File: src/hdl/tmr_ram.sv
// ----------------------------------------------------------------------------
// Generic simple dual-port RAM
// One write port and one read port with registered read data.
// ----------------------------------------------------------------------------
module tmr_ram #(
	parameter int WIDTH = 8,
	parameter int DEPTH = 16,
	localparam int AW = (DEPTH > 1) ? $clog2(DEPTH) : 1
) (
	input  logic             clk,
	input  logic             we,
	input  logic [AW-1:0]    waddr,
	input  logic [WIDTH-1:0] wdata,
	input  logic             re,
	input  logic [AW-1:0]    raddr,
	output logic [WIDTH-1:0] rdata
);

	logic [WIDTH-1:0] mem [DEPTH];
	logic [WIDTH-1:0] rdata_q;

	always_ff @(posedge clk) begin
		if (we) begin
			mem[waddr] <= wdata;
		end
		if (re) begin
			rdata_q <= mem[raddr];
		end
	end

	assign rdata = rdata_q;

endmodule

File: config.mk
export PLATFORM = sky130hd
export DESIGN_NAME = tmr_ram
export DESIGN_NICKNAME = d
export VERILOG_FILES = /design/src/hdl/tmr_ram.sv
export SDC_FILE = /design/constraint.sdc
export NUM_CORES = 1
export LEC_CHECK = 0
export BUFFER_PORTS_ARGS = -buffer_cell sky130_fd_sc_hd__buf_2
export CORE_MARGIN = 2
export CORE_UTILIZATION = 30
export CTS_BUF_LIST = sky130_fd_sc_hd__clkbuf_8
export CTS_CLUSTER_SIZE = 8
export DETAILED_ROUTE_END_ITERATION = 16
export PLACE_DENSITY = 0.52
export REMOVE_ABC_BUFFERS = 1
export SYNTH_ARGS = -nofsm -noshare
export SYNTH_HDL_FRONTEND = slang
export SYNTH_SLANG_ARGS = --single-unit
File: constraint.sdc
create_clock -name clk -period 3.2 [get_ports clk]
set_input_delay 0.16 -clock clk [delete_from_list [all_inputs] [get_ports clk]]
set_output_delay 0.16 -clock clk [all_outputs]
set_load 0.02 [all_outputs]
# Word level (Yosys, flattened, before mapping)

Memory sizes are Yosys's and may differ from the RTL's. A register that Yosys moved wholly into a read port is not among the register bits.
Index checks and enable logic that the tools add are counted.

Logic and storage cells: 3
Input port bits: 19
Memories kept: 1
Bits in writable memories: 128
Register bits after elaboration: 0

Memories:

| name | depth | width | rd ports | clocked after memory_dff | wr ports | RTL line | source |
|---|---|---|---|---|---|---|---|
| mem  | 16    | 8     | 1        | 1                        | 1        | 19       | `logic [WIDTH-1:0] mem [DEPTH];` |

Muxes and demuxes: 2

Operators with widths:

| operator | number |
|---|---|
| $mux W1  | 2 |

# Longest topological paths before layout

Depth in word-level cells: 2
Depth in mapped cells: 5
Mapped depth without buffers: 3

# Worst setup path after synthesis

Ideal clock, no wire load.

Kind: input to register
Start point: input port waddr[2]
End point: memory mem[0][0], enable pin
Setup time: 0.383 ns
Setup slack: 1.547 ns
Stages: 2
Arrival time: 1.270 ns
Cell sequence: or3b_2 -> nor3_1

RTL lines:

| item               | RTL line | source |
|---|---|---|
| start: declaration | 12       | `input logic [AW-1:0] waddr,` |
| end: declaration   | 19       |  |

Straight into the memory's write port.

==> summary.md <==
| Metric | Value |
|---|---|
| Top delay family on crit path | buffers and inverters |
| Vias per cell | 4.75 |
| Initial Util | 30.4% |
| CTS tree | yes |
| Layout cells sized above 1 | between 20% and 30% |
| Multi-input logic area | 1060 um2 |
| Row cnt | 48 |
| Crit path buffers/inverters | 2 |
| CP Cell Sequence | buf_2 > buf_4 > mux4_1 > a22oi_1 > nand2_1 |
| Util after Layout | between 30 and 40% |
| Full die area | roughly 18000 um2 |
| Setup TNS | 0 ns |
| Netlist cell types | 18 |
| Final WS setup | ~1.4 ns |
| Initial antenna violation count | 1 |
| Largest net degree at the start of global routing | 33 |
| GRT Resource Usage Total | 12.5% |
| GPL Wtd Cong | around 0.7 |
| Antenna viol nets, final | 0 |
| Slowest cell on crit path | buf_2 |
| H-Tree Depth | 4 |
| Number of global-route vias before repair | 2595 |
| Final Cycle Share | a little under three fifths |
| DP Wirelength | 6770 um |
| Setup WS pre-CTS | 0.927 ns |
| Outcome | finished clean |
| CTS Sinks | 136 |
| Area grow syn2layout | 13.8% |
| Max clock buf depth | 2 |
| Final Critical Period | 1.78 ns |
| CP endpoint kind | flop |
| Final #Nets | 289 |
| Routed WL | 10600 um |
| Commonest non-fill, non-tap cell in the layout | edfxtp_1 |
| GRT overflow | 0 |
| Highest clock rate | 0.561 GHz |
| Leakage power | 1.92 nW |
| Worst slew pin tran | 1.03 ns |
| # fillers | 1665 |
| IO Port Bufs | 26 |
| Clk slew on worst S/H paths | 0.07 ns |
| Crit path DAT | 1.95 ns |
| Router iterations before antenna repair | 4 |
| CP max FO | 22 |
| CP peak stage delay | between 0.5 and 0.6 ns |
| CP Launch Type | input pin |
| Die X | 136 um |
| Sequential share of the synthesized area | 78.1% |
| Worst Hold Class | input pin to flop |
| Setup violations, final | 0 |
| Final Max Slew Viols | 0 |
| IO Count | 27 |
| Max IR drop VDD | approximately 0.26 mV |
| Insertion delay of the later-clocked pin in the worst-skew pair | 0.42 ns |
| Starting DRT DRC Count | 247 |
| Setup repair bufs after CTS | 0 |
| Clock Tree Root | clkbuf_8 |
| Resize count post-CTS | 0 |
| Via Count | 2406 |
| Syn avg cell area | 22.8 um2 |
| Pwr per Cell Area | just under 600 nW/um2 |
| Synth Cell Area | 5230 um2 |
| Rel. slew slack | 31.1% |
| Critical path required time | between 3 and 4 ns |
| First-pass GRT wire length | ~16000 um |
| Cts hold-fix bufs | 0 |
| Commonest cells after routing, fill and taps aside | edfxtp_1, buf_2, mux4_2 |
| RSZ-0062 raised after global routing | no |
| Num CTS Buffers | 17 |
| Skew final | 0.00821 ns |
| Final Hold Viols | 0 |
| Core area | 17200 um2 |
| N_diodes | 0 |
| Synthesis-stage register bit count | 136 |
| Register area | around 4100 um2 |
| Drc violations | 0 |
| Mapped Cells | 229 |
| Floorplan die height | 136 um |
| Kind of critical path | input pin to flop |
| Yosys Warn Count | 0 |
| DR WL/cell | 21.0 um |
| Max capacitance violation total | 0 |
## where the power goes
part	internal (mW)	switching [mW]	total, mW
logic	0.0716	0.111	0.182
clock network	0.664	0.605	1.27
registers	2.01	0.0121	2.02
total	2.74	0.728	3.47
## registers in the layout, summed over array words and instances (netlist names)
name	cells
mem	128
rdata	8
## layer usage
metal | track usage [%] | wire length (um) | share of wire (%) | vias up
met5 | 0 | 13 | 0.12 | -
met4 | 3.47 | 48 | 0.45 | 2
met3 | 4.29 | 634 | 6.0 | 4
met2 | 18.7 | 5020 | 47 | 62
met1 | 17.4 | 4910 | 46 | 1277
li1 | - | - | - | 1061
## Yosys cell counts (all sizes together)
cell type	count	area [um2]
nand2b	2	12.5
nand3b	2	15.0
nor3	4	20.0
nand2	9	33.8
mux4	32	773
and2	1	6.26
and2b	1	7.51
nor2	13	48.8
or3b	1	8.76
a22oi	16	120
nor2b	1	6.26
nand3	1	5.00
edfxtp	136	4080
clkdlybuf4s25	3	30.0
buf	7	56.3
## kinds of logic (layout without fill, tap and decap cells)
logic type | Yosys count | in the layout | synth area share (%)
mux | 32 | 32 | 14.8
compound gates | 16 | 16 | 2.30
simple gates | 35 | 35 | 3.14
flops | 136 | 136 | 78.1
buf+inv | 10 | 63 | 1.65
## area by class of cell
type | count | area share [%]
sequential | 136 | 68.6
multi-input combinational | 83 | 17.8
tap | 225 | 4.73
clock buffer | 17 | 3.93
timing repair buffer | 32 | 2.94
clock inverter | 14 | 1.98
## worst reg2reg max path: stages (launching register included)
cell,delay (ns)
edfxtp_1,0.37
mux4_1,0.50
a22oi_1,0.27
nand2_1,0.07
## stage by stage
stage / cell area, um2 / instances / hold WS (ns) / total power [mW]
5_1_grt: 5950 / 507 / 0.0879 / 3.61
2_1_floorplan: 5140 / 219 / 0.259 / 2.14
4_1_cts: 5950 / 507 / 0.0929 / 3.50
6_report: 5950 / 507 / 0.114 / 3.47
3_3_place_gp: 5600 / 476 / 0.553 / 2.24
3_5_place_dp: 5600 / 476 / 0.554 / 2.24
## worst paths after layout
path	startpoint	endpoint	slack, ns	depth (start not counted)
hold reg to reg	mem[14][5]$_DFFE_PP_	rdata[5]$_DFFE_PP_	0.75	3
setup reg to reg	mem[10][1]$_DFFE_PP_	rdata[1]$_DFFE_PP_	1.74	3
hold / removal	re	rdata[4]$_DFFE_PP_	0.11	1
setup / recovery	raddr[0]	rdata[0]$_DFFE_PP_	1.42	5
(Power assumes the default switching activity.)
