==> src/hdl/tmr_pkg.sv <==
// ----------------------------------------------------------------------------
// Total momentum removal package
// Shared constants, field widths, operation codes and the saturation helper.
// ----------------------------------------------------------------------------
package tmr_pkg;

	localparam int MAX_PARTICLES_DEF = 1024;
	localparam int MASS_W            = 16;
	localparam int VEL_W             = 32;
	localparam int IDX_W             = 10;
	localparam int SUM_W             = 64;
	localparam int PROD_W            = MASS_W + 1 + VEL_W;
	localparam int IN_DATA_W         = 112;
	localparam int OUT_DATA_W        = 112;
	localparam int REC_W             = MASS_W + 3 * VEL_W;
	localparam int QUEUE_DEPTH       = 2;

	localparam logic OP_LOAD = 1'b0;
	localparam logic OP_EMIT = 1'b1;

	typedef struct packed {
		logic idle;
	} back_status_t;

	function automatic logic [VEL_W-1:0] sat_sub(input logic [VEL_W-1:0] v,
		input logic [SUM_W-1:0] d);
		logic signed [SUM_W:0] r;
		r = $signed({{(SUM_W - VEL_W + 1){v[VEL_W-1]}}, v}) - $signed({d[SUM_W-1], d});
		if (r > $signed({{(SUM_W - VEL_W + 2){1'b0}}, {(VEL_W - 1){1'b1}}})) begin
			sat_sub = {1'b0, {(VEL_W - 1){1'b1}}};
		end else if (r < $signed({{(SUM_W - VEL_W + 2){1'b1}}, {(VEL_W - 1){1'b0}}})) begin
			sat_sub = {1'b1, {(VEL_W - 1){1'b0}}};
		end else begin
			sat_sub = r[VEL_W-1:0];
		end
	endfunction

endpackage

==> src/hdl/tmr_front.sv <==
// ----------------------------------------------------------------------------
// Total momentum removal front part
// Accepts items, stores particles, sums momentum and queues emit jobs.
// ----------------------------------------------------------------------------
module tmr_front #(
	parameter int MAX_PARTICLES = tmr_pkg::MAX_PARTICLES_DEF,
	localparam int AW = $clog2(MAX_PARTICLES),
	localparam int CW = $clog2(MAX_PARTICLES + 1),
	localparam int JOB_W = 3 * tmr_pkg::SUM_W + CW + AW + 2
) (
	input  logic                          clk,
	input  logic                          arst_n,
	input  logic                          s_axis_tvalid,
	output logic                          s_axis_tready,
	input  logic [tmr_pkg::IN_DATA_W-1:0] s_axis_tdata,
	input  logic [0:0]                    s_axis_tuser,
	input  tmr_pkg::back_status_t         back_status,
	input  logic                          q_full,
	input  logic                          q_empty,
	output logic                          q_push,
	output logic [JOB_W-1:0]              q_wdata,
	output logic                          mem_we,
	output logic [AW-1:0]                 mem_waddr,
	output logic [tmr_pkg::REC_W-1:0]     mem_wdata
);
	import tmr_pkg::*;

	logic [CW-1:0]           count_q;
	logic [CW-1:0]           ptr_q;
	logic                    emitting_q;
	logic signed [SUM_W-1:0] sum_q [3];
	logic signed [PROD_W-1:0] prod_s1 [3];
	logic                    load_s1;
	logic                    full;
	logic                    accept;
	logic                    do_load;
	logic                    do_emit;
	logic                    is_last;
	logic [MASS_W-1:0]       mass;

	assign mass    = s_axis_tdata[MASS_W-1:0];
	assign full    = (count_q >= CW'(MAX_PARTICLES));
	assign is_last = (CW'(ptr_q + 1'b1) == count_q);

	assign s_axis_tready = !load_s1 && !q_full &&
		(s_axis_tuser[0] == OP_EMIT || emitting_q || full || (back_status.idle && q_empty));
	assign accept  = s_axis_tvalid && s_axis_tready;
	assign do_load = accept && s_axis_tuser[0] == OP_LOAD && !emitting_q && !full;
	assign do_emit = accept && s_axis_tuser[0] == OP_EMIT && count_q != '0;

	assign mem_we    = do_load;
	assign mem_waddr = count_q[AW-1:0];
	assign mem_wdata = s_axis_tdata[REC_W-1:0];

	assign q_push  = do_emit;
	assign q_wdata = {sum_q[2], sum_q[1], sum_q[0], count_q, ptr_q[AW-1:0], !emitting_q,
		is_last};

	always_ff @(posedge clk) begin
		for (int a = 0; a < 3; a++) begin
			if (do_load) begin
				prod_s1[a] <= $signed({1'b0, mass}) *
					$signed(s_axis_tdata[MASS_W + a * VEL_W +: VEL_W]);
			end
		end
	end

	always_ff @(posedge clk or negedge arst_n) begin
		if (!arst_n) begin
			count_q    <= '0;
			ptr_q      <= '0;
			emitting_q <= 1'b0;
			load_s1    <= 1'b0;
			for (int a = 0; a < 3; a++) begin
				sum_q[a] <= '0;
			end
		end else begin
			load_s1 <= do_load;
			if (load_s1) begin
				for (int a = 0; a < 3; a++) begin
					sum_q[a] <= sum_q[a] + SUM_W'(prod_s1[a]);
				end
			end
			if (do_load) begin
				count_q <= CW'(count_q + 1'b1);
			end
			if (do_emit) begin
				if (is_last) begin
					count_q    <= '0;
					ptr_q      <= '0;
					emitting_q <= 1'b0;
					for (int a = 0; a < 3; a++) begin
						sum_q[a] <= '0;
					end
				end else begin
					ptr_q      <= CW'(ptr_q + 1'b1);
					emitting_q <= 1'b1;
				end
			end
		end
	end

endmodule

==> config.mk <==
export PLATFORM = sky130hd
export DESIGN_NAME = tmr_front
export DESIGN_NICKNAME = d
export VERILOG_FILES = /design/src/hdl/tmr_pkg.sv /design/src/hdl/tmr_front.sv
export SDC_FILE = /design/constraint.sdc
export NUM_CORES = 2
export LEC_CHECK = 0
export BUFFER_PORTS_ARGS = -buffer_cell sky130_fd_sc_hd__buf_4
export CAP_MARGIN = 20
export CORE_ASPECT_RATIO = 0.9
export CORE_MARGIN = 2
export CORE_UTILIZATION = 45
export DETAILED_ROUTE_END_ITERATION = 16
export PLACE_DENSITY = 0.66
export SLEW_MARGIN = 20
export SYNTH_ARGS = -nofsm -noshare
export SYNTH_HDL_FRONTEND = slang
export SYNTH_SLANG_ARGS = --single-unit
==> constraint.sdc <==
create_clock -name clk -period 17.8 [get_ports clk]
set_clock_uncertainty 0.2 [all_clocks]
set_input_delay 0.89 -clock clk [delete_from_list [all_inputs] [get_ports clk]]
set_output_delay 0.89 -clock clk [all_outputs]
set_load 0.03 [all_outputs]
# --- Word-level counts from Yosys, hierarchy flattened ---
# Memory sizes are Yosys's and may differ from the RTL's.
# Index checks and enable logic that the tools add are counted.
# W data, S select, Z words.
totals:
  register_bits: 216
  mem_bits_rw: 147
  inputBits: 119
  out_inout_bits: 340
  wordCells: 46
  n_memories: 1
memory_table:
  columns: ["memory", "depth", "width", "read_ports", "rd_clocked_by_memory_dff", "wr", "line", "source"]
  rows:
  - ["prod_s1", 3, 49, 3, 0, 3, "tmr_front.sv:32", "logic signed [PROD_W-1:0] prod_s1 [3];"]
op_classes:
  add_sub_neg: 5
  n_mul: 3
  order_cmp: 1
  n_eq_ne: 1
  mux: 10
  bitwise_logic: 1
  reduce_logical: 17
ops:
  columns: ["cell", "n"]
  rows:
  - ["$mux W192", 3]
  - ["$add A64 B49 Y64", 3]
  - ["$mul A17 B32 Y49", 3]
  - ["$mux W11", 4]
  - ["$add A11 B1 Y11 const B", 2]
  - ["$eq A11 B11 Y1", 1]
  - ["$ge A11 B11 Y1 const B", 1]
  - ["$reduce_bool A11 Y1", 1]
  - ["$logic_and A1 B1 Y1", 9]
  - ["$logic_not A1 Y1", 4]
  - ["$logic_or A1 B1 Y1", 3]
  - ["$mux W1", 3]
  - ["$not A1 Y1", 1]

# --- Longest topological paths before layout ---
logic_depth:
  word_depth: 11
  mapped_depth: 28
  mapped_depth_nobuf: 26

# --- Worst setup path after synthesis ---
# OpenSTA, ideal clock, no wires.
synth_path:
  path_kind: "input to register"
  from: "input back_status"
  to: "register count_q[9]"
  setup_ps: 131
  t_arrival_ps: 19068
  t_required_ps: 17469
  path_slack_ps: -1599
  path_stages: 8
  n_path_buf: 0
  cell_sequence: "a2111oi_0 nor3_1 nand2_1 nor4_1 nand3_1 nor2_1 xnor2_1 nor2_1"
synth_between:
  elab_chain_cells: 10
  word_cells_on_any_way: 12
  classes_between: "mux (3); reduce/logical (9)"
synth_rtl:
  columns: ["element", "line", "source"]
  rows:
  - ["start, declared", "tmr_front.sv:17", "input tmr_pkg::back_status_t back_status,"]
  - ["$logic_and A1 B1 Y1 (*)", "tmr_front.sv:46", "(s_axis_tuser[0] == OP_EMIT || emitting_q || full || (back_status.idle && q_empty));"]
  - ["$logic_or A1 B1 Y1 (*)", "tmr_front.sv:46", null]
  - ["$logic_and A1 B1 Y1 (*)", "tmr_front.sv:45", "assign s_axis_tready = !load_s1 && !q_full &&"]
  - ["net s_axis_tready", "tmr_front.sv:14", "output logic s_axis_tready,"]
  - ["$logic_and A1 B1 Y1 (*)", "tmr_front.sv:47", "assign accept = s_axis_tvalid && s_axis_tready;"]
  - ["$logic_and A1 B1 Y1 (*) (3 in series)", "tmr_front.sv:48", "assign do_load = accept && s_axis_tuser[0] == OP_LOAD && !emitting_q && !full;"]
  - ["net mem_we", "tmr_front.sv:22", "output logic mem_we,"]
  - ["$mux W11 (*)", "tmr_front.sv:84", "if (do_load) begin"]
  - ["$mux W11", "tmr_front.sv:88", "if (is_last) begin"]
  - ["$mux W11 (*)", "tmr_front.sv:87", "if (do_emit) begin"]
  - ["end signal, assigned", "tmr_front.sv:85", "count_q <= CW'(count_q + 1'b1);"]
  - ["end, declared", "tmr_front.sv:28", "logic [CW-1:0] count_q;"]
# Mark *: on every way through the listed nets, which the timed path passes. The rest lies on a longest branch.
# A chain may end at the register's enable or synchronous reset.

==> qor.txt <==
RUN STATUS
--------------------------------------------------------------------------------------------------
Outcome                                                                               finished, final reports clean

SYNTH
--------------------------------------------------------------------------------------------------
Yosys cell types                                                                                80
Synth area leader                                                                             fa_1
Async S/R FF share, synth                                                                    59.5%
Cells after Synth                                                                            8,861
Synth top area share                                                                         37.4%
Flops & latches, synth                                                                         363
Post-synthesis cell area                                                               0.0788 mm^2
Flip-flop cell with the highest count after synthesis                                      dfrtp_1
Leading post-synthesis cells by cell area                                             fa_1 37%, inv_1 8.8%, ha_1 8.6%
Sequential cell area fraction in the yosys report                                            12.5%
Yosys Warn Count                                                                                 0
Post-synthesis net count                                                                    10,993
Mean area per synthesized cell                                                           8.89 um^2
Count of flip-flops with a built-in enable after synthesis                                     147

PLACEMENT
--------------------------------------------------------------------------------------------------
Final Wtd Congestion                                                                         0.944
Post-detail-place hpwl                                                                      168 mm
Number of port buffers                                                                         458

GLOBAL ROUTING
--------------------------------------------------------------------------------------------------
Wire length of the first global-routing pass                                                350 mm
Remaining global-route overflow                                                                  0
Total GRT Usage                                                                              24.6%
Number of global-route vias before repair                                                   63,739
Initial antenna violation count                                                                  2
Pin count of the biggest net entering global routing                                            79

WORST SETUP PATH
--------------------------------------------------------------------------------------------------
Data required time of the critical path                                                   17.98 ns
Minimum setup slack among reg-to-reg paths                                                12.82 ns
Start point of the critical path                                                      s_axis_tdata[3]
Signal arrival time at the worst endpoint                                                  8.83 ns
Category of the most critical setup path                                                 in -> reg
Crit Reg-Reg Startpoint                                                               q_wdata[151]$_DFF_PN0_
Endpoint kind of the worst setup timing path                                              register
Startpoint type of the worst setup path                                                 input port
Max Fanout on Critical Path                                                                     52

ROUTE
--------------------------------------------------------------------------------------------------
Number of antenna-violating nets in the routed design                                            0
Total number of vias                                                                        59,490
DR pass1 iterations                                                                              6
Number of violations reported at the end of detailed-routing iteration 0                     3,686
Detailed-route wire length per cell                                                        19.3 um
Number of DRC violations after detailed routing                                                  0
Total routed wirelength                                                                     216 mm
Vias per inst                                                                                 5.31

LAYOUT
--------------------------------------------------------------------------------------------------
Commonest non-fill, non-tap cells in the layout                                       1,837 x inv_1, 1,470 x fa_1, 1,123 x nand2_1
Number of filler instances in the final layout                                              16,501
Leading cell type in the layout, fill and taps excluded                                      inv_1
Fraction of layout instances using a drive strength above 1                                  6.73%
Growth of design area from synthesis to finish                                               7.30%
Final design utilization                                                                     48.6%
Net total in the final layout                                                               11,011

DIE
--------------------------------------------------------------------------------------------------
Number of standard-cell rows in the floorplan                                                  145
Die outline height                                                                          401 um
Horizontal die dimension                                                                    445 um
Core region area                                                                        0.174 mm^2
Overall die area                                                                        0.178 mm^2
Boundary Pins                                                                                  459
Initial Utilization                                                                          45.3%

CLOCK TREE
--------------------------------------------------------------------------------------------------
Clock transition time at the flip-flop clock pins of the worst setup and hold paths        0.06 ns
Number of H-tree levels                                                                          2
Clock tree from TritonCTS                                                                      yes
Root Driver                                                                              clkbuf_16
Number of gates given a new drive strength after cts                                             0
Total clock buffers created by CTS                                                              48
TritonCTS sink count                                                                           363
CTS hold repair buffers                                                                          0
Clock Latency Late Sink                                                                    0.65 ns
Clock Path Buffers                                                                               3
Number of buffers added for setup after CTS                                                      0

STA
--------------------------------------------------------------------------------------------------
Unrepaired setup endpoints after global routing                                              false
Transition time of the tightest slew-check pin                                             1.10 ns
Final count of hold timing violations                                                            0
Final count of pins violating max slew                                                           0
Period utilisation layout                                                                    48.6%
Accumulated negative setup slack                                                              0 ns
Maximum achievable frequency                                                               116 MHz
Worst slew margin relative to its limit                                                      26.8%
Count of final setup violators                                                                   0
Final critical delay including setup and external delays                                   8.65 ns

JOB
--------------------------------------------------------------------------------------------------
# Max-Cap Violations                                                                             0

MIN PATH
--------------------------------------------------------------------------------------------------
Hold/Removal Path Class                                                                in -> async

-- metal layers --
| layer | vias to the layer above | global-route usage (%) | part of all wire, % |
|---|---|---|---|
| li1 | 27152 | - | - |
| met1 | 30369 | 32.6 | 43 |
| met2 | 1627 | 42.2 | 49 |
| met3 | 338 | 2.67 | 4.9 |
| met4 | 4 | 7.49 | 3.2 |
| met5 | - | 0 | 0.012 |
-- logic make-up (layout without fill, tap and decap cells) --
| group | Yosys count | in the layout | synth area share, % |
|---|---|---|---|
| compound gates | 1216 | 1216 | 9.80 |
| xor+xnor | 341 | 341 | 3.79 |
| fa+ha+maj | 2013 | 2013 | 46.0 |
| buf+inv | 2362 | 2419 | 11.9 |
| flops | 363 | 363 | 12.5 |
| mux | 74 | 74 | 0.950 |
| other cells | 0 | 1 | 0 |
| simple gates | 2492 | 2492 | 15.1 |
-- path summary, 6_finish.rpt --
path,endpoint,depth (start not counted)
worst min-delay path,count_q[8]$_DFF_PN0_,1
max in group asynchronous,load_s1$_DFF_PN0_,3
worst min register to register,q_wdata[86]$_DFF_PN0_,1
worst max-delay path,prod_s1[0][48]$_DFFE_PP_,23
worst max register to register,q_wdata[207]$_DFF_PN0_,14
min in group clk,q_wdata[86]$_DFF_PN0_,1
-- area by class of cell --
cell class / count / area (um^2) / area share, %
tap: 2278 / 2850 / 3.37
antenna: 1 / 2.50 / 0.00296
clock buffer: 63 / 1350 / 1.60
clock inverter: 26 / 277 / 0.327
inverter: 1838 / 6900 / 8.17
sequential: 363 / 9820 / 11.6
multi-input combinational: 6136 / 59600 / 70.5
timing repair buffer: 492 / 3700 / 4.38
-- state kept, by name, indices dropped and copies added (netlist names) --
signal	flops
prod_s1	147
count_q	11
q_wdata	192
load_s1	1
ptr_q	11
emitting_q	1
-- synthesized netlist by cell type (12+ instances only) --
| library cell | instances |
|---|---|
| a211oi_1 | 47 |
| a21boi_0 | 13 |
| a21o_1 | 200 |
| a21oi_1 | 362 |
| a31oi_1 | 36 |
| a41oi_1 | 15 |
| and2_1 | 711 |
| and3_1 | 38 |
| buf_4 | 133 |
| clkbuf_1 | 380 |
| dfrtp_1 | 216 |
| edfxtp_1 | 147 |
| fa_1 | 1470 |
| ha_1 | 543 |
| inv_1 | 1838 |
| mux2i_1 | 71 |
| nand2_1 | 1124 |
| nand2b_1 | 53 |
| nand3_1 | 82 |
| nand4_1 | 43 |
| nor2_1 | 303 |
| nor2b_1 | 44 |
| nor3_1 | 41 |
| nor4_1 | 13 |
| o211ai_1 | 20 |
| o21a_1 | 43 |
| o21ai_0 | 271 |
| o21bai_1 | 60 |
| o31ai_1 | 24 |
| or3_1 | 12 |
| xnor2_1 | 214 |
| xor2_1 | 127 |
-- per-stage QoR --
stage | hold WS, ns | worst slack, ns | instances | instance area, um^2
2_1_floorplan | 0.310 | 5.52 | 8861 | 78800
3_3_place_gp | 0.266 | 8.66 | 11107 | 82900
3_5_place_dp | 0.272 | 8.52 | 11107 | 82900
4_1_cts | 0.0455 | 9.21 | 11196 | 84500
5_1_grt | 0.0846 | 8.84 | 11196 | 84500
6_report | 0.0450 | 9.15 | 11197 | 84500
-- critical path: stages --
cell       delay (ns)
buf_4            0.46
buf_4            0.70
nand2_1          0.18
fa_1             0.54
fa_1             0.53
fa_1             0.53
inv_1            0.06
fa_1             0.49
fa_1             0.52
inv_1            0.06
fa_1             0.50
inv_1            0.05
ha_1             0.33
a21o_1           0.20
a211o_1          0.30
a2111o_1         0.40
o311ai_1         0.54
o221ai_1         0.26
o21a_1           0.25
o2111ai_1        0.30
nor2b_1          0.29
o31ai_1          0.13
xnor2_1          0.15
Power is not shown: default switching activity piles up to over one toggle a cycle in this logic, so the estimate is an artifact.
