==> src/hdl/tmr_pkg.sv <==
// ----------------------------------------------------------------------------
// Total momentum removal package
// Shared constants, field widths, operation codes and the saturation helper.
// ----------------------------------------------------------------------------
package tmr_pkg;

	localparam int MAX_PARTICLES_DEF = 1024;
	localparam int MASS_W            = 16;
	localparam int VEL_W             = 32;
	localparam int IDX_W             = 10;
	localparam int SUM_W             = 64;
	localparam int PROD_W            = MASS_W + 1 + VEL_W;
	localparam int IN_DATA_W         = 112;
	localparam int OUT_DATA_W        = 112;
	localparam int REC_W             = MASS_W + 3 * VEL_W;
	localparam int QUEUE_DEPTH       = 2;

	localparam logic OP_LOAD = 1'b0;
	localparam logic OP_EMIT = 1'b1;

	typedef struct packed {
		logic idle;
	} back_status_t;

	function automatic logic [VEL_W-1:0] sat_sub(input logic [VEL_W-1:0] v,
		input logic [SUM_W-1:0] d);
		logic signed [SUM_W:0] r;
		r = $signed({{(SUM_W - VEL_W + 1){v[VEL_W-1]}}, v}) - $signed({d[SUM_W-1], d});
		if (r > $signed({{(SUM_W - VEL_W + 2){1'b0}}, {(VEL_W - 1){1'b1}}})) begin
			sat_sub = {1'b0, {(VEL_W - 1){1'b1}}};
		end else if (r < $signed({{(SUM_W - VEL_W + 2){1'b1}}, {(VEL_W - 1){1'b0}}})) begin
			sat_sub = {1'b1, {(VEL_W - 1){1'b0}}};
		end else begin
			sat_sub = r[VEL_W-1:0];
		end
	endfunction

endpackage

==> src/hdl/tmr_queue.sv <==
// ----------------------------------------------------------------------------
// Job queue
// Short register queue that decouples the front part from the back part.
// ----------------------------------------------------------------------------
module tmr_queue #(
	parameter int WIDTH = 8
) (
	input  logic             clk,
	input  logic             arst_n,
	input  logic             push,
	input  logic [WIDTH-1:0] wdata,
	input  logic             pop,
	output logic [WIDTH-1:0] rdata,
	output logic             full,
	output logic             empty
);
	import tmr_pkg::*;

	localparam int PW = $clog2(QUEUE_DEPTH);
	localparam int CW = $clog2(QUEUE_DEPTH + 1);

	logic [WIDTH-1:0] entry_q [QUEUE_DEPTH];
	logic [PW-1:0]    wr_ptr_q;
	logic [PW-1:0]    rd_ptr_q;
	logic [CW-1:0]    fill_q;

	always_ff @(posedge clk) begin
		if (push) begin
			entry_q[wr_ptr_q] <= wdata;
		end
	end

	always_ff @(posedge clk or negedge arst_n) begin
		if (!arst_n) begin
			wr_ptr_q <= '0;
			rd_ptr_q <= '0;
			fill_q   <= '0;
		end else begin
			if (push) begin
				wr_ptr_q <= (wr_ptr_q == PW'(QUEUE_DEPTH - 1)) ? '0 : PW'(wr_ptr_q + 1'b1);
			end
			if (pop) begin
				rd_ptr_q <= (rd_ptr_q == PW'(QUEUE_DEPTH - 1)) ? '0 : PW'(rd_ptr_q + 1'b1);
			end
			if (push && !pop) begin
				fill_q <= CW'(fill_q + 1'b1);
			end else if (pop && !push) begin
				fill_q <= CW'(fill_q - 1'b1);
			end
		end
	end

	assign rdata = entry_q[rd_ptr_q];
	assign full  = (fill_q == CW'(QUEUE_DEPTH));
	assign empty = (fill_q == '0);

endmodule

==> config.mk <==
export PLATFORM = sky130hd
export DESIGN_NAME = tmr_queue
export DESIGN_NICKNAME = d
export VERILOG_FILES = /design/src/hdl/tmr_pkg.sv /design/src/hdl/tmr_queue.sv
export SDC_FILE = /design/constraint.sdc
export NUM_CORES = 1
export LEC_CHECK = 0
export BUFFER_PORTS_ARGS = -buffer_cell sky130_fd_sc_hd__buf_2
export CELL_PAD_IN_SITES_DETAIL_PLACEMENT = 1
export CELL_PAD_IN_SITES_GLOBAL_PLACEMENT = 1
export CORE_ASPECT_RATIO = 0.8
export CORE_MARGIN = 2
export CORE_UTILIZATION = 26
export DETAILED_ROUTE_END_ITERATION = 12
export PLACE_DENSITY_LB_ADDON = 0.1
export REMOVE_ABC_BUFFERS = 1
export SYNTH_ARGS = -nofsm -noshare
export SYNTH_HDL_FRONTEND = slang
export SYNTH_SLANG_ARGS = --single-unit
==> constraint.sdc <==
create_clock -name clk -period 3.3 [get_ports clk]
set_input_delay 0.165 -clock clk [delete_from_list [all_inputs] [get_ports clk]]
set_output_delay 0.165 -clock clk [all_outputs]
set_load 0.02 [all_outputs]
== Word-level counts from Yosys, hierarchy flattened ==
Memory sizes are Yosys's and may differ from the RTL's.
Index checks and enable logic that the tools add are counted.
Operators by class
  equality and inequality tests: 1
  reductions and logical operators: 6
  add/sub/neg operators: 4
  mux-type cells: 6
Operators by type and width (count)
  1-bit 2-to-1 mux: 4
  2-bit 2-to-1 mux: 2
  1-bit adder, second input constant: 2
  2-bit by 1-bit adder with 2-bit output, second input constant: 1
  2-bit == test, second input constant: 1
  1-bit logical AND: 2
  1-bit logical NOT: 2
  2-bit logical NOT: 1
  2-bit nonzero test: 1
  2-bit by 1-bit subtractor with 2-bit output, second input constant: 1
Word-level totals
  input bits: 12
  flip-flop bits (word level): 4
  memories kept: 1
  RAM bits: 16
  word-level logic and storage cells: 21
Memory list
  entry_q: words 2, bits a word 8, read ports 1, clocked after Yosys merged registers in 0, write ports 1, line tmr_queue.sv:22  | logic [WIDTH-1:0] entry_q [QUEUE_DEPTH];

== Logic depth before layout (Yosys ltp) ==
Gate-level depths: netlist of run 1.
  depth in word-level cells: 4
  depth in mapped cells: 5
  gate-level depth less buffers: 5

== Least setup slack after synthesis of run 1 ==
No wires, ideal clock.
  kind: reg-to-reg
  from: reg wr_ptr_q
  to: mem entry_q[0][0] (enable)
  period minus slack after synthesis: 1162 ps
  required time: 2927 ps
  library setup time: 373 ps
  data arrival time: 789 ps
  cell stages (with the launch flop): 2
  path slack: 2138 ps
  cells stage by stage: dfrtp_1 -> nor2b_1
RTL lines
  start, declared: line tmr_queue.sv:23  | logic [PW-1:0] wr_ptr_q;
  start signal, assigned: line tmr_queue.sv:40  | wr_ptr_q <= (wr_ptr_q == PW'(QUEUE_DEPTH - 1)) ? '0 : PW'(wr_ptr_q + 1'b1);
  end, declared: line tmr_queue.sv:22
Straight into the memory's write port.

== Worst setup path after layout of run 1 ==
  from: reg rd_ptr_q
  to: out rdata[6]
Between the ends
  longest elaborated chain between the ends: 1
RTL lines
  start, declared: line tmr_queue.sv:24  | logic [PW-1:0] rd_ptr_q;
  start signal, assigned: line tmr_queue.sv:43  | rd_ptr_q <= (rd_ptr_q == PW'(QUEUE_DEPTH - 1)) ? '0 : PW'(rd_ptr_q + 1'b1);
  memory 2 x 8 bit
  end, declared: line tmr_queue.sv:13  | output logic [WIDTH-1:0] rdata,
No other way between the ends.

==> results of run 1 <==
-- cells in the mapped netlist (all sizes together) --
library cell,instances
and2b,1
buf,1
mux2,8
dfrtp,4
inv,1
nor2b,1
ha,1
edfxtp,16
nor2,2
xor2,4
and2,1
xnor2,1
-- sequential cells by signal, summed over array words and instances, names as in the netlist --
signal	count
entry_q	16
fill_q	2
rd_ptr_q	1
wr_ptr_q	1
-- power groups by stage --
stage,combinational [mW],clock (mW),sequential (mW)
3_3_place_gp,0.253,0,0.399
2_1_floorplan,0.180,0,0.384
5_1_grt,0.272,0.177,0.402
4_1_cts,0.256,0.164,0.392
6_report,0.251,0.156,0.391
3_5_place_dp,0.253,0,0.398
-- per-layer routing --
| layer | vias to the layer above | routed length, um |
|---|---|---|
| li1 | 197 | - |
| met1 | 192 | 563 |
| met2 | 15 | 598 |
| met3 | 2 | 71 |
| met4 | 0 | 24 |
| met5 | - | 0 |
-- cell type report --
type	instances	area share, %
sequential	20	60.0
multi-input combinational	19	18.1
timing repair buffer	22	11.9
tap	38	4.92
clock buffer	3	4.27
clock inverter	1	0.388
inverter	1	0.388
-- kinds of logic (layout without fill, tap and decap cells) --
family	count (synthesis)	in the layout
mux	8	8
buf+inv	2	27
xor+xnor	5	5
simple gates	5	5
flops	20	20
fa+ha+maj	1	1
-- timing repair --
item                      in CTS  in global routing
resized for setup              0                  0
hold buffers                   1                  0
hold endpoints to repair       4                  0
buffers inserted               0                  0
-- through the flow --
step / utilization [%] / power, mW / setup WS (ns) / std cells
3_5_place_dp: 32.7 / 0.651 / 1.90 / 99
2_1_floorplan: - / 0.564 / 2.14 / 40
6_report: 34.7 / 0.798 / 1.75 / 104
3_3_place_gp: 32.7 / 0.652 / 1.95 / 99
5_1_grt: 34.7 / 0.851 / 1.67 / 104
4_1_cts: 34.7 / 0.813 / 1.73 / 104
-- path summary, 6_finish.rpt --
path / startpoint / end / slack, ns / cells past startpoint
min reg2reg: wr_ptr_q / wr_ptr_q / 0.49 / 1
max in group asynchronous: arst_n / rd_ptr_q / 2.92 / 2
min in group asynchronous: arst_n / fill_q[1] / 0.26 / 2
max reg2reg: wr_ptr_q / entry_q[0][0] / 1.94 / 1
min: wdata[3] / entry_q[1][3] / 0.1 / 1
max: rd_ptr_q / rdata[6] / 1.75 / 2
==> flow_summary.ini, run 1 <==
[sta]
hold_ws_ns = 0.0988
fin_skew_ns = 0.00264
setup_violations = 0
fmax_mhz = 645
max_slew_margin_pct = 50.7
period_share_pct = 47.0
worstMarginPinSlew_ns = 0.738
finalHoldViolations = 0
tns_ns = 0
final.min_clock_period_ns = 1.55
rsz0062_at_grt = false
slew_violations = 0

[routing]
routed_wl_mm = 1.26
drt_iter0_markers = 0
drc = 0
detail_route.first_pass.iterations = 1
wire_per_inst_um = 12.1
ant_nets = 0
viasPerCell = 3.90
vias = 406

[yosys]
ys_ff_latch = 20
ys_warn_count = 0
ys_types = 12
synthAdderAreaFrac_pct = 1.62
muxShareOfSynthArea_pct = 11.7
synth_xor_area_share_pct = 5.68
syn_area_per_cell_sq_um = 18.8
synth_top_family_by_area = multiplexers
synth_top_area_share_pct = 62.3
yosys-top-cells-area = edfxtp_1, dfrtp_1, mux2_2
syn-cell-area_sq_um = 771
synth_top_cell_by_area = edfxtp_1
yosysSeqAreaShare_pct = 75.3
syn-instance-count = 41
synth-simple-area-share_pct = 3.73
synth_compound_area_share_pct = 0

[job]
max-cap-violations = 0

[cells_and_area]
nNetsFinal = 80
fin_area_sq_um = 967
diodes = 0
multi_input_area_sq_um = 175
final_common_cell = buf_2
layout-drive-gt1-share_pct = 50.0
fillerInstances = 292
final_cell_mix = buf_2, edfxtp_1, mux2_2
regArea_sq_um = 581
syn2layout_area_growth_pct = 25.5

[setup_path]
worstPathRequired_ns = 3.13
endpoint_kind = primary output
cpLargestDelayFamily = flip-flops
critPathArrivalTime_ns = 1.39
worst-path-buf-inv = 1
slowest_delay_ns = 0.59
cp_max_fo = 9
crit_chain = mux2_2, buf_2
cp-start-kind = flip-flop
setup.worst_path.class = reg2out
crit_path_top_delay_cell = dfrtp_1

[clocking]
clockRootBuffer = clkbuf_8
cts_buffer_depth = 2
numClockSinks = 20
path_clk_slew_ns = 0.07
insertion_delay_ns = 0.25
cts_tree = done
cts_buffers = 3
cts_htree_levels = 1

[power_and_ir_drop]
net-switching-power_mw = 0.260
pwr-share-comb_pct = 31.4
seqPwrFrac_pct = 49.0
clockPowerShare_pct = 19.6
power_per_cell_area_mw_per_mm2 = 825
p_int_mw = 0.538
p_leak_nw = 0.388
ir_drop_uv = 218
p_sw_share_pct = 32.6

[placement]
port_buffers = 21
hpwl_um = 915
placed_area_sq_um = 912
gp_congestion = 0.676

[grt]
use_met3_pct = 4.30
grtUsageMet1_pct = 9.36
busiest_layer = met2
grt.met2_usage_pct = 14.8
track_usage_pct = 8.95
grt_antenna_before_repair = 0
grt_max_degree = 12
grt_pass1_vias = 426
grt_pass1_wl_mm = 2.07
gr-total-overflow = 0

[floorplan]
die_h_um = 52.7
initial_core_util_pct = 27.7
boundaryPins = 22
die-area_sq_mm = 0.00342
die_x_um = 64.9
coreArea_sq_mm = 0.00279
row_count = 17

[status]
status = complete, no violations

[min_path]
hold_path.class = in2reg
Power figures use the tool's default switching activity.
==> run 2, diff against run 1 <==
- ABC_AREA: not set -> 1
- clock period: 3.3 -> 1.4 ns (I/O delays scaled with it)
==> run 2 against run 1 <==
  * Routed wire length is 15% higher
  * Utilization rose by 1.8 points
  * Sequential cell count did not move
  * Total power rose to 2.8 times the previous value
  * Register-to-register slack worse by 1.6 ns
  * Sequential share of layout area decreased by 7.6 points
  * Combinational power rose to 2.8 times the previous value
  * Final area rose by 15%
  * Global-route usage grew 0.53 points
  * Sequential power is 140% higher
==> flow_summary.ini, run 2 <==
[yosys]
synth_compound_area_share_pct = 0
synth_top_cell_by_area = edfxtp_1
yosys-top-cells-count = edfxtp_1, mux2_4, inv_1
synth_flop_cell = edfxtp_1
synth-simple-area-share_pct = 5.05
synth_top_area_share_pct = 58.7
syn-instance-count = 50
async_flop_share_pct = 20.0
syn-cell-area_sq_um = 818
yosysMostFrequentCell = edfxtp_1
ys_types = 12
ys_ff_latch = 20
yosysSeqAreaShare_pct = 70.9
syn_area_per_cell_sq_um = 16.4
yosys-top-cells-area = edfxtp_1, mux2_4, dfrtp_1
ys_warn_count = 0
muxShareOfSynthArea_pct = 14.7
synthAdderAreaFrac_pct = 1.53
synth_edf_count = 16
synth_xor_area_share_pct = 3.21
synth_top_family_by_area = multiplexers

[setup_path]
worst-path-buf-inv = 1
worstPathRequired_ns = 1.33
crit_chain = mux2_4, buf_2
cp_max_fo = 9
slowest_delay_ns = 0.53
cp-start-kind = flip-flop
setup.worst_path.class = reg2out
critPathArrivalTime_ns = 1.27
crit_path_top_delay_cell = dfrtp_2
cpLargestDelayFamily = flip-flops
endpoint_kind = primary output

[routing]
drt_iter0_markers = 5
detail_route.first_pass.iterations = 3
vias = 483
drc = 0
ant_nets = 0
viasPerCell = 3.96
wire_per_inst_um = 11.9
routed_wl_mm = 1.45

[cells_and_area]
final_cell_mix = buf_2, edfxtp_1, mux2_4
regArea_sq_um = 582
syn2layout_area_growth_pct = 35.6
largest_register = entry_q
fillerInstances = 347
diodes = 0
largest_register_ffs = 16
top_regs = entry_q: 16 flops, fill_q: 2 flops
nNetsFinal = 96
final_common_cell = buf_2
multi_input_area_sq_um = 200
fin_cells = 122
layout-drive-gt1-share_pct = 43.9

[floorplan]
die-area_sq_mm = 0.00361
initial_core_util_pct = 26.9
row_count = 18
die_h_um = 54.2
die_x_um = 66.7
boundaryPins = 22
coreArea_sq_mm = 0.00304

[status]
status = complete, no violations

[power_and_ir_drop]
p_leak_nw = 0.495
power_per_cell_area_mw_per_mm2 = 2000
ir_drop_uv = 835

[placement]
hpwl_mm = 1.05
dpl.cell_count = 111
gp_congestion = 0.606
port_buffers = 21

[clocking]
numClockSinks = 20
cts_buffer_depth = 2
path_clk_slew_ns = 0.07
insertion_delay_ns = 0.26
clockRootBuffer = clkbuf_8
cts_buffers = 3
cts_tree = done
cts_htree_levels = 1

[sta]
max_slew_margin_pct = 75.9
setup_violations = 0
rsz0062_at_grt = false
finalHoldViolations = 0
worstMarginPinSlew_ns = 0.361
period_share_pct = 95.8
fmax_mhz = 745
tns_ns = 0
final.min_clock_period_ns = 1.34
fin_skew_ns = 0.00494
slew_violations = 0

[grt]
grt_pass1_wl_mm = 2.30
grt_antenna_before_repair = 0
gr-total-overflow = 0
track_usage_pct = 9.48
grt_max_degree = 13
grt_pass1_vias = 488

[min_path]
hold_path.class = in2reg

[job]
max-cap-violations = 0
==> run 2: cell types whose count changed in the layout (fill, tap and decap cells not counted), sizes merged, moves of 2 or more <==
cell	change
buf	+2
dlygate4sd3	+5
inv	+6
nand2	+5
xor2	-2
==> run 2: repair_timing <==
action                                  in CTS  in global routing
setup buffers                                0                  1
pin swaps                                    0                  0
resized for setup                            1                  0
endpoints found under the setup margin       8                  8
hold endpoints to repair                     8                  6
hold buffers                                 3                  3
==> run 2: area by class of cell <==
type                            instances  share of cell area, %
Inverter                                7                   2.37
Clock inverter                          1                   2.71
Timing Repair Buffer                   29                   16.2
Tap cell                               40                   4.51
Sequential cell                        20                   52.4
Multi-Input combinational cell         22                   18.0
Clock buffer                            3                   3.72
==> run 2: layer usage <==
layer	track usage, %	part of all wire, %	up-vias
li1	-	-	235
met1	9.90	39	231
met2	16.7	54	12
met3	3.77	5.2	5
met4	5.10	1.9	0
met5	0	0	-
==> run 2: cell families after synthesis <==
| logic type | Yosys count |
|---|---|
| xor gates and xnor gates | 3 |
| adders and majority gates | 1 |
| buffers and inverters | 8 |
| DFF | 20 |
| muxes | 8 |
| and+or+nand+nor | 10 |
==> run 2: power breakdown <==
group | switching [mW] | total, mW | internal [mW]
registers | 0.135 | 0.946 | 0.811
logic | 0.353 | 0.705 | 0.351
clock network | 0.186 | 0.567 | 0.381
total | 0.674 | 2.22 | 1.54
==> run 2: metrics by stage <==
stage	utilization, %	instance area, sq um	power (mW)	setup WS [ns]	hold slack (ns)
6_report	36.5	1110	2.22	0.0583	0.00545
5_1_grt	36.5	1110	2.35	0.00758	0.00250
4_1_cts	35.3	1070	2.23	0.0262	0.000786
3_5_place_dp	31.9	970	1.65	0.154	-0.110
3_3_place_gp	31.9	970	1.64	0.154	-0.111
2_1_floorplan	-	807	1.42	0.256	-0.226
==> run 2: final timing paths <==
kind	startpoint	end	slack [ns]	depth (start not counted)
worst max-delay path	rd_ptr_q	rdata[2]	0.06	2
worst max register to register	wr_ptr_q	entry_q[1][0]	0.35	2
max in group asynchronous	arst_n	rd_ptr_q	1.10	2
min in group asynchronous	arst_n	wr_ptr_q	0.16	2
worst min register to register	wr_ptr_q	wr_ptr_q	0.50	1
worst min-delay path	pop	rd_ptr_q	0.005	2
==> run 3, diff against run 2 <==
- PLACE_DENSITY: not set -> 0.52
- PLACE_DENSITY_LB_ADDON: 0.1 -> not set
- SETUP_SLACK_MARGIN: not set -> 0.3
==> run 3 against run 2 <==
  * Die area stayed put
  * Largest cell class unchanged
  * Critical path type unchanged
  * Critical endpoint is now rdata[0]
  * Highest routed layer unchanged
  * Final cell count shrank 0.82%
  * Combinational power up 41%
==> flow_summary.ini, run 3 (synthesis results as in run 2) <==
[setup_path]
crit_path_top_delay_cell = dfrtp_2
r2r-end = entry_q[1][7]
slowest_delay_ns = 0.43
rr_startpoint = wr_ptr_q
endpoint_kind = primary output
crit_top_cell = buf_6
cp-start-kind = flip-flop
crit_chain = buf_6, mux2_4, buf_6
cp_max_fo = 4
setup.worst_path.class = reg2out
ff2ff_setup_slack_ns = 0.39
ff2ff_path_depth = 2
worstPathRequired_ns = 1.33
cp-startpoint = rd_ptr_q
critPathArrivalTime_ns = 1.24

[sta]
final.min_clock_period_ns = 1.31
fmax_mhz = 765
worstMarginPinSlew_ns = 0.196
tns_ns = 0
fin_ws_ns = 0.0933
rsz0062_at_grt = true
max_slew_margin_pct = 86.9
fin_skew_ns = 0.00472
setup_violations = 0
period_share_pct = 93.3
slew_violations = 0
finalHoldViolations = 0

[power_and_ir_drop]
net-switching-power_mw = 0.696
ir_drop_uv = 520
clockPowerShare_pct = 16.0
seqPwrFrac_pct = 39.7
p_int_mw = 1.55
p_sw_share_pct = 31.0
finalPower_mw = 2.25
pwr-share-comb_pct = 44.3
p_leak_nw = 0.492
power_per_cell_area_mw_per_mm2 = 2000

[routing]
wl_met1_um = 587
detail_route.first_pass.iterations = 2
wire_per_inst_um = 11.2
routed-wl-met2_um = 710
drc = 0
ant_nets = 0
wl_met3_um = 36
drt_iter0_markers = 12
vias = 465
routed_wl_mm = 1.36
dr.max_layer_used = met4
viasPerCell = 3.84

[floorplan]
coreArea_sq_mm = 0.00304
die_x_um = 66.7
die-area_sq_mm = 0.00361
die_h_um = 54.2
boundaryPins = 22
initial_core_util_pct = 26.9
row_count = 18

[placement]
hpwl_mm = 1.02
gp_congestion = 0.729
port_buffers = 21
place_ws_ns = 0.135

[status]
status = complete, no violations

[clocking]
numClockSinks = 20
clockRootBuffer = clkbuf_8
insertion_delay_ns = 0.24
cts_buffers = 3
cts_tree = done
cts_buffer_depth = 2
cts_htree_levels = 1
path_clk_slew_ns = 0.07

[grt]
grt_max_degree = 12
grt_antenna_before_repair = 0
grt_pass1_vias = 487
gr-total-overflow = 0
track_usage_pct = 8.29
grt_pass1_wl_mm = 2.10

[min_path]
min_to = entry_q[0][2]
hold_path.class = in2reg
hp-start = wdata[2]
whs_path_depth = 1

[cells_and_area]
top_regs = entry_q: 16 flops, fill_q: 2 flops
largest_register_ffs = 16
final_common_cell = edfxtp_1
nNetsFinal = 95
final_cell_mix = edfxtp_1, buf_2, buf_6
fillerInstances = 329
largest_register = entry_q
layout-drive-gt1-share_pct = 49.4
diodes = 0
syn2layout_area_growth_pct = 37.5

[job]
max-cap-violations = 0
==> run 3: cell count changes in the layout (fill, tap and decap cells not counted), moves of 2 or more <==
| cell | previous run | this run |
|---|---|---|
| dlygate4sd3_1 | 6 | 1 |
| buf_4 | 2 | 4 |
| buf_6 | 0 | 10 |
| buf_2 | 21 | 13 |
==> run 3: power by group through the flow <==
stage	sequential (mW)	combinational [mW]	clock [mW]
2_1_floorplan	0.925	0.494	0
3_3_place_gp	0.956	0.685	0
3_5_place_dp	0.966	0.691	0
4_1_cts	0.894	1.01	0.374
5_1_grt	0.913	1.07	0.399
6_report	0.893	0.996	0.359
==> run 3: layout make-up <==
cell class	instances	area, sq um	share of cell area (%)
timing repair buffer	28	218	19.4
tap	40	50.0	4.45
sequential	20	582	51.7
multi-input combinational	22	200	17.8
clock buffer	4	45.0	4.00
inverter	7	30.0	2.67
==> run 3: worst max-delay path, delay by kind of cell (launching register included) <==
family / cells / cell delay (ns)
mux: 1 / 0.30
buf+inv: 2 / 0.27
flops: 1 / 0.43
==> run 3: worst max-delay path by stage <==
| stage | endpoint | slack, ns | cells after the start |
|---|---|---|---|
| global placement | rdata[2] | 0.15 | 2 |
| floorplan | entry_q[0][0] | 0.26 | 1 |
| CTS | rdata[0] | 0.09 | 3 |
| detailed placement | rdata[0] | 0.14 | 2 |
| global route | rdata[0] | 0.06 | 3 |
| finish | rdata[0] | 0.09 | 3 |
==> run 3: through the flow <==
stage,util [%],area [sq um],instances,hold slack (ns)
global placement,32.1,977,112,-0.117
floorplan,-,807,49,-0.226
CTS,36.9,1120,121,0.00828
global route,37.0,1120,121,0.00180
finish,37.0,1120,121,0.0108
detailed placement,32.1,977,112,-0.119
==> run 3: repair_timing <==
item                                   4_1_cts  5_1_grt
setup endpoints to repair                    8       16
endpoints found under the hold margin        4        0
buffers inserted                             4        0
hold buffers                                 1        0
pin swaps                                    0        0
resized for setup                           20        1
==> run 3: per-layer routing <==
metal  GRT usage (%)  vias to the layer above
met3            1.88                        2
met5               0                        -
li1                -                      231
met4            4.08                        0
met2            14.8                       10
met1            9.46                      222
